$ cat src/rtl/pref_pkg.sv
package pref_pkg;

    localparam logic [5:0]  SSID_MAX      = 6'd32;
    localparam logic [5:0]  POS_MAX       = 6'd63;
    localparam logic [5:0]  MAC_FIRST_POS = 6'd10;
    localparam logic [5:0]  MAC_LAST_POS  = 6'd15;
    localparam logic [5:0]  TAG_POS       = 6'd24;
    localparam logic [5:0]  LEN_POS       = 6'd25;
    localparam logic [15:0] MIN_FRAME_LEN = 16'd26;
    localparam logic [7:0]  FC_TYPE_MASK  = 8'hF0;
    localparam logic [7:0]  FC_PROBE_REQ  = 8'h40;
    localparam logic [7:0]  SSID_TAG      = 8'h00;

    typedef enum logic {
        KIND_HEADER = 1'b0,
        KIND_SSID   = 1'b1
    } pref_kind_t;

    typedef struct packed {
        logic [7:0]        data_byte;
        logic              end_of_frame;
        logic [15:0]       frame_length;
        logic              is_management;
        logic signed [7:0] rssi_in;
        logic [3:0]        channel_in;
        logic [31:0]       uptime_seconds;
    } pref_in_t;

    typedef struct packed {
        pref_kind_t        result_kind;
        logic [47:0]       source_mac;
        logic [5:0]        ssid_length;
        logic signed [7:0] rssi_out;
        logic [3:0]        channel_out;
        logic [31:0]       timestamp_out;
        logic [7:0]        ssid_byte;
        logic              last_of_run;
    } pref_out_t;

endpackage

$ cat src/rtl/probe_request_field_extractor.sv
// Probe request field extractor.
// item channel: one frame byte per beat (item_valid/item_ready) with the
// frame metadata alongside; end_of_frame marks the final byte.
// result channel: per accepted frame, one header beat (source MAC, SSID
// length, RSSI, channel, timestamp), then one beat per SSID byte; the final
// beat of a complete run carries last_of_run. Rejected frames give nothing.
// A byte in the input register writes its result, if any, into the result
// register as it advances. Throughput: one byte per cycle without stalls.
// An input register holds the byte while the position compare and capture
// run; the result register stands between that logic and the receiver.
// When the receiver stalls, the result register holds and the input
// register fills; item_ready drops only when both are occupied, and resumes
// in the cycle the result beat is taken.
// Reset (rst_n low, asynchronous) empties both registers and returns the
// frame parser to the start of a frame.
module probe_request_field_extractor
    import pref_pkg::*;
(
    input  logic      clk,
    input  logic      rst_n,
    input  logic      item_valid,
    output logic      item_ready,
    input  pref_in_t  item,
    output logic      result_valid,
    input  logic      result_ready,
    output pref_out_t result
);

    logic      stage_valid_reg;
    pref_in_t  stage_reg;
    logic      result_valid_reg;
    pref_out_t result_reg;

    logic [5:0]  byte_position_reg;
    logic        frame_rejected_reg;
    logic [47:0] captured_mac_reg;
    logic        ssid_tag_seen_reg;
    logic [5:0]  ssid_bytes_left_reg;

    logic [5:0]  byte_position_next;
    logic        frame_rejected_next;
    logic [47:0] captured_mac_next;
    logic        ssid_tag_seen_next;
    logic [5:0]  ssid_bytes_left_next;

    logic      emit;
    pref_out_t emit_data;
    logic      advance;
    logic      reject_now;
    logic [5:0] len_clamped;
    logic [5:0] len_final;
    logic [5:0] left_dec;

    // stage consumes its byte whenever the result register is free this cycle
    assign advance    = stage_valid_reg && (!result_valid_reg || result_ready);
    assign item_ready = !stage_valid_reg || advance;

    assign result_valid = result_valid_reg;
    assign result       = result_reg;

    always_comb
    begin
        reject_now = frame_rejected_reg;
        if (byte_position_reg == '0)
        begin
            if (!stage_reg.is_management || stage_reg.frame_length < MIN_FRAME_LEN ||
                (stage_reg.data_byte & FC_TYPE_MASK) != FC_PROBE_REQ)
            begin
                reject_now = 1'b1;
            end
        end

        if (stage_reg.data_byte > {2'b00, SSID_MAX})
            len_clamped = SSID_MAX;
        else
            len_clamped = stage_reg.data_byte[5:0];

        len_final = '0;
        if (ssid_tag_seen_reg &&
            ({11'd0, len_clamped} + 17'd26) <= {1'b0, stage_reg.frame_length})
        begin
            len_final = len_clamped;
        end

        left_dec = ssid_bytes_left_reg - 6'd1;

        frame_rejected_next  = reject_now;
        captured_mac_next    = captured_mac_reg;
        ssid_tag_seen_next   = ssid_tag_seen_reg;
        ssid_bytes_left_next = ssid_bytes_left_reg;
        emit                 = 1'b0;
        emit_data            = '0;

        if (!reject_now)
        begin
            if (byte_position_reg >= MAC_FIRST_POS &&
                byte_position_reg <= MAC_LAST_POS)
            begin
                captured_mac_next = {captured_mac_reg[39:0], stage_reg.data_byte};
            end
            else if (byte_position_reg == TAG_POS)
            begin
                ssid_tag_seen_next = (stage_reg.data_byte == SSID_TAG);
            end
            else if (byte_position_reg == LEN_POS)
            begin
                ssid_bytes_left_next    = len_final;
                emit                    = 1'b1;
                emit_data.result_kind   = KIND_HEADER;
                emit_data.source_mac    = captured_mac_reg;
                emit_data.ssid_length   = len_final;
                emit_data.rssi_out      = stage_reg.rssi_in;
                emit_data.channel_out   = stage_reg.channel_in;
                emit_data.timestamp_out = stage_reg.uptime_seconds;
                emit_data.last_of_run   = (len_final == '0);
            end
            else if (byte_position_reg > LEN_POS && ssid_bytes_left_reg != '0)
            begin
                ssid_bytes_left_next  = left_dec;
                emit                  = 1'b1;
                emit_data.result_kind = KIND_SSID;
                emit_data.ssid_byte   = stage_reg.data_byte;
                emit_data.last_of_run = (left_dec == '0);
            end
        end

        byte_position_next = byte_position_reg;
        if (byte_position_reg < POS_MAX)
            byte_position_next = byte_position_reg + 6'd1;

        if (stage_reg.end_of_frame)
        begin
            byte_position_next   = '0;
            frame_rejected_next  = 1'b0;
            captured_mac_next    = '0;
            ssid_tag_seen_next   = 1'b0;
            ssid_bytes_left_next = '0;
        end
    end

    always_ff @(posedge clk or negedge rst_n)
    begin
        if (!rst_n)
        begin
            stage_valid_reg     <= 1'b0;
            result_valid_reg    <= 1'b0;
            byte_position_reg   <= '0;
            frame_rejected_reg  <= 1'b0;
            captured_mac_reg    <= '0;
            ssid_tag_seen_reg   <= 1'b0;
            ssid_bytes_left_reg <= '0;
        end
        else
        begin
            if (item_ready)
                stage_valid_reg <= item_valid;

            if (advance)
            begin
                byte_position_reg   <= byte_position_next;
                frame_rejected_reg  <= frame_rejected_next;
                captured_mac_reg    <= captured_mac_next;
                ssid_tag_seen_reg   <= ssid_tag_seen_next;
                ssid_bytes_left_reg <= ssid_bytes_left_next;
                result_valid_reg    <= emit;
            end
            else if (result_ready)
            begin
                result_valid_reg <= 1'b0;
            end
        end
    end

    always_ff @(posedge clk)
    begin
        if (item_ready && item_valid)
            stage_reg <= item;
        if (advance && emit)
            result_reg <= emit_data;
    end

    a_empty_ssid_is_last: assert property (@(posedge clk) disable iff (!rst_n)
        result_valid && result.result_kind == KIND_HEADER && result.ssid_length == '0
        |-> result.last_of_run)
        else $error("header with empty SSID lacks last_of_run");

    a_ssid_beat_clean: assert property (@(posedge clk) disable iff (!rst_n)
        result_valid && result.result_kind == KIND_SSID
        |-> result.source_mac == '0 && result.ssid_length == '0 &&
            result.timestamp_out == '0)
        else $error("SSID beat carries header fields");

    a_left_bounded: assert property (@(posedge clk) disable iff (!rst_n)
        ssid_bytes_left_reg <= SSID_MAX)
        else $error("SSID count above maximum");

    a_rejected_silent: assert property (@(posedge clk) disable iff (!rst_n)
        frame_rejected_reg |-> ssid_bytes_left_reg == '0 && !ssid_tag_seen_reg)
        else $error("rejected frame holds SSID state");

endmodule

$ cat config.mk
export PLATFORM = sky130hd
export DESIGN_NAME = probe_request_field_extractor
export DESIGN_NICKNAME = d
export VERILOG_FILES = /design/src/rtl/pref_pkg.sv /design/src/rtl/probe_request_field_extractor.sv
export SDC_FILE = /design/constraint.sdc
export NUM_CORES = 1
export LEC_CHECK = 0
export BUFFER_PORTS_ARGS = -buffer_cell sky130_fd_sc_hd__buf_4
export CAP_MARGIN = 10
export CORE_MARGIN = 8
export CORE_UTILIZATION = 49
export DETAILED_ROUTE_END_ITERATION = 16
export PLACE_DENSITY_LB_ADDON = 0.08
export SLEW_MARGIN = 40
export SYNTH_ARGS = -nofsm -noshare
export SYNTH_HDL_FRONTEND = slang
export SYNTH_SLANG_ARGS = --single-unit
$ cat constraint.sdc
create_clock -name clk -period 6.62 [get_ports clk]
set_input_delay 0.993 -clock clk [delete_from_list [all_inputs] [get_ports clk]]
set_output_delay 0.993 -clock clk [all_outputs]
set_load 0.01 [all_outputs]
==> flow_summary.yaml <==
status:
  status: "complete, no violations"
routing:
  drt_iter0_drc: 309
  wl_um: 19500
  via_per_inst: 5.22
  drc: 0
  vias: 5415
  first_pass_iters: 4
  wl_per_cell_um: 18.8
  antenna_left: 0
die:
  die-area_um2: 23600
  die-width_um: 153
  io-pin-count: 184
  die_h_um: 153
  core_um2: 18600
  initial_core_util: 0.497
  rows: 50
synthesis:
  synth_area_um2: 9260
  async_flop_share: 0.264
  yosysTopAreaCell: "edfxtp_1"
  yosys.area_share.adder: 0.0216
  synth_top_area_frac: 0.577
  synth_fp_nets: 683
  syn_area_per_cell_um2: 15.6
  synthXorXnorAreaFrac: 0.00757
  synth_top_flop_cell: "edfxtp_1"
  yosysWarnings: 0
  syn_inst: 593
  synth.mux.area_fraction: 0.00122
  ys_types: 52
  synth_area_leaders: "edfxtp_1 58%, dfrtp_1 17%, and2_1 7.2%"
  synth_compound_area_frac: 0.0777
  synth_edf_count: 178
  synth_seq_cells: 242
  synth_top_family_by_area: "simple AND/OR/NAND/NOR gates"
  seq_area_frac_synth: 0.750
  synthSimpleGateAreaFrac: 0.123
layout:
  largest_reg_flops: 108
  nets: 876
  final_cell_mix: "185 x buf_4, 178 x edfxtp_1, 106 x and2_1, 64 x dfrtp_1, 48 x a22o_1"
  layout-drive-gt1-share: 0.297
  diodes: 0
  final_core_util: 0.631
  syn2layout_area_growth_pct: 27.1
  final_common_cell: "buf_4"
  fillCellCount: 1415
timing:
  tns_ns: 0
  max_freq_mhz: 282
  rsz0062_at_grt: "no"
  setup_violations: 0
  worst_pin_slew_ns: 0.753
  relSlewSlack: 0.498
  finClkSkew_ns: 0.0143
  drv_slew: 0
  fin_crit_sh: 0.536
  finalHoldViolations: 0
  fin_crit_ns: 3.55
clocking:
  root_buffer: "clkbuf_16"
  cts_max_level: 1
  cts_tree: "yes"
  cts-buffers-inserted: 25
  clockBufferDepth: 3
  cts_resized: 0
  cts_hold_buf: 0
  cts_num_sinks: 242
  clkTransAtPathRegs_ns: 0.06
  cts_setup_buffers: 0
  clk_latency_ns: 0.50
setup_path:
  cp_num_buf_inv: 1
  cp-end-kind: "flop"
  cp_cell_sequence: "nor3_2 > nand2_1 > clkinv_1 > ha_1 > mux2_2 > ha_1 > a211oi_1 > or3_1 > a21oi_1 > and4_1 > nor2_1 > a221o_1"
  path_common_cell: "ha_1"
  critical_path.top_delay_family: "simple AND/OR/NAND/NOR gates"
  worst-r2r-setup-slack_ns: 3.07
  r2r.worst_path.cells: 12
  crit_slowest_cell: "nor3_2"
  cp-start-kind: "flop"
  r2r_end: "ssid_bytes_left_reg[5]"
  critPathMaxFanout: 10
  r2r_start: "stage_reg[67]"
  critPathMaxStageDelay_ns: 0.55
  required_ns: 7.00
  crit_type: "flop to flop"
  arrival_ns: 3.92
grt:
  grt-ovfl-total: 0
  grt_start_max_net_pins: 94
  grt_pass1_vias: 5585
  grt_first_pass_wirelength_um: 30800
  track_usage: 0.163
  antenna_found_initial: 0
power:
  ir_drop_v: 0.000261
  seq_power_share: 0.527
  p_int_uw: 2560
  p_switching_uw: 653
  clkPwrFrac: 0.424
  power_switching_share: 0.203
  p_leak_uw: 0.00464
  combPwrFrac: 0.049
  power_density_nw_per_um2: 273
worst_hold_path:
  hp-class: "primary input to async pin"
place:
  dpl.hpwl_um: 13300
  globalplace.congestion: 0.852
  io_buffers: 183
job:
  max_cap_viol_count: 0
## metal layers
metal	vias up	GRT usage	wire, µm
met3	23	0.0369	1070
met4	0	0.0345	259
li1	2564	-	-
met5	-	0	0
met2	143	0.295	10300
met1	2685	0.196	7930
## metrics by stage
stage | std cells | power (µW) | setup slack [ns] | instance area, µm² | hold WS (ns)
final | 1038 | 3210 | 3.07 | 11800 | 0.486
after global routing | 1038 | 3330 | 2.84 | 11800 | 0.521
after CTS | 1038 | 3250 | 3.08 | 11800 | 0.506
after detailed placement | 993 | 1880 | 3.14 | 11000 | 0.488
after global placement | 990 | 1880 | 3.18 | 10900 | 0.481
after floorplan | 593 | 1810 | 1.76 | 9260 | 0.464
## worst max path at each step
stage | slack [ns] | to | cells after the start | start
floorplan | 1.76 | result[0] | 6 | byte_position_reg[0]
global placement | 3.18 | ssid_bytes_left_reg[5] | 12 | stage_reg[67]
detailed placement | 3.14 | ssid_bytes_left_reg[5] | 12 | stage_reg[67]
CTS | 3.08 | ssid_bytes_left_reg[5] | 12 | stage_reg[67]
global route | 2.84 | result[58] | 12 | stage_reg[67]
finish | 3.07 | ssid_bytes_left_reg[5] | 12 | stage_reg[67]
## area by class of cell
class | count | area (µm²) | area share
Sequential cell | 242 | 6950 | 0.590
Multi-Input combinational cell | 310 | 2170 | 0.184
Timing Repair Buffer | 190 | 1490 | 0.126
Clock buffer | 37 | 712 | 0.0605
Tap cell | 234 | 293 | 0.0249
Clock inverter | 8 | 96.3 | 0.00819
Inverter | 17 | 63.8 | 0.00542
## Yosys cell counts, types with 6 or more instances
cell / n
dfrtp_1: 64
nand3_1: 6
a21oi_1: 11
xnor2_1: 6
a22o_1: 48
clkbuf_1: 13
nor3_1: 8
ha_1: 16
buf_2: 10
edfxtp_1: 178
and2_1: 107
inv_1: 16
nor2_1: 25
nand2_1: 22
## cell families (layout without fill, tap and decap cells)
| logic type | Yosys count | after routing |
|---|---|---|
| adder cells (fa/ha/maj) | 16 | 16 |
| flip-flops | 242 | 242 |
| AO/OA/AOI/OAI | 89 | 89 |
| AND/OR/NAND/NOR | 195 | 195 |
| multiplexers | 1 | 1 |
| other | 1 | 1 |
| XOR/XNOR | 8 | 8 |
| buffers and inverters | 41 | 252 |
## power groups by stage
stage,Combinational [µW],Sequential (µW),Clock [µW]
final,157,1700,1360
after global routing,177,1700,1450
after CTS,159,1700,1400
after detailed placement,158,1730,0
after global placement,152,1720,0
after floorplan,95.6,1710,0
Note: power is estimated with default switching activity, not from simulation.
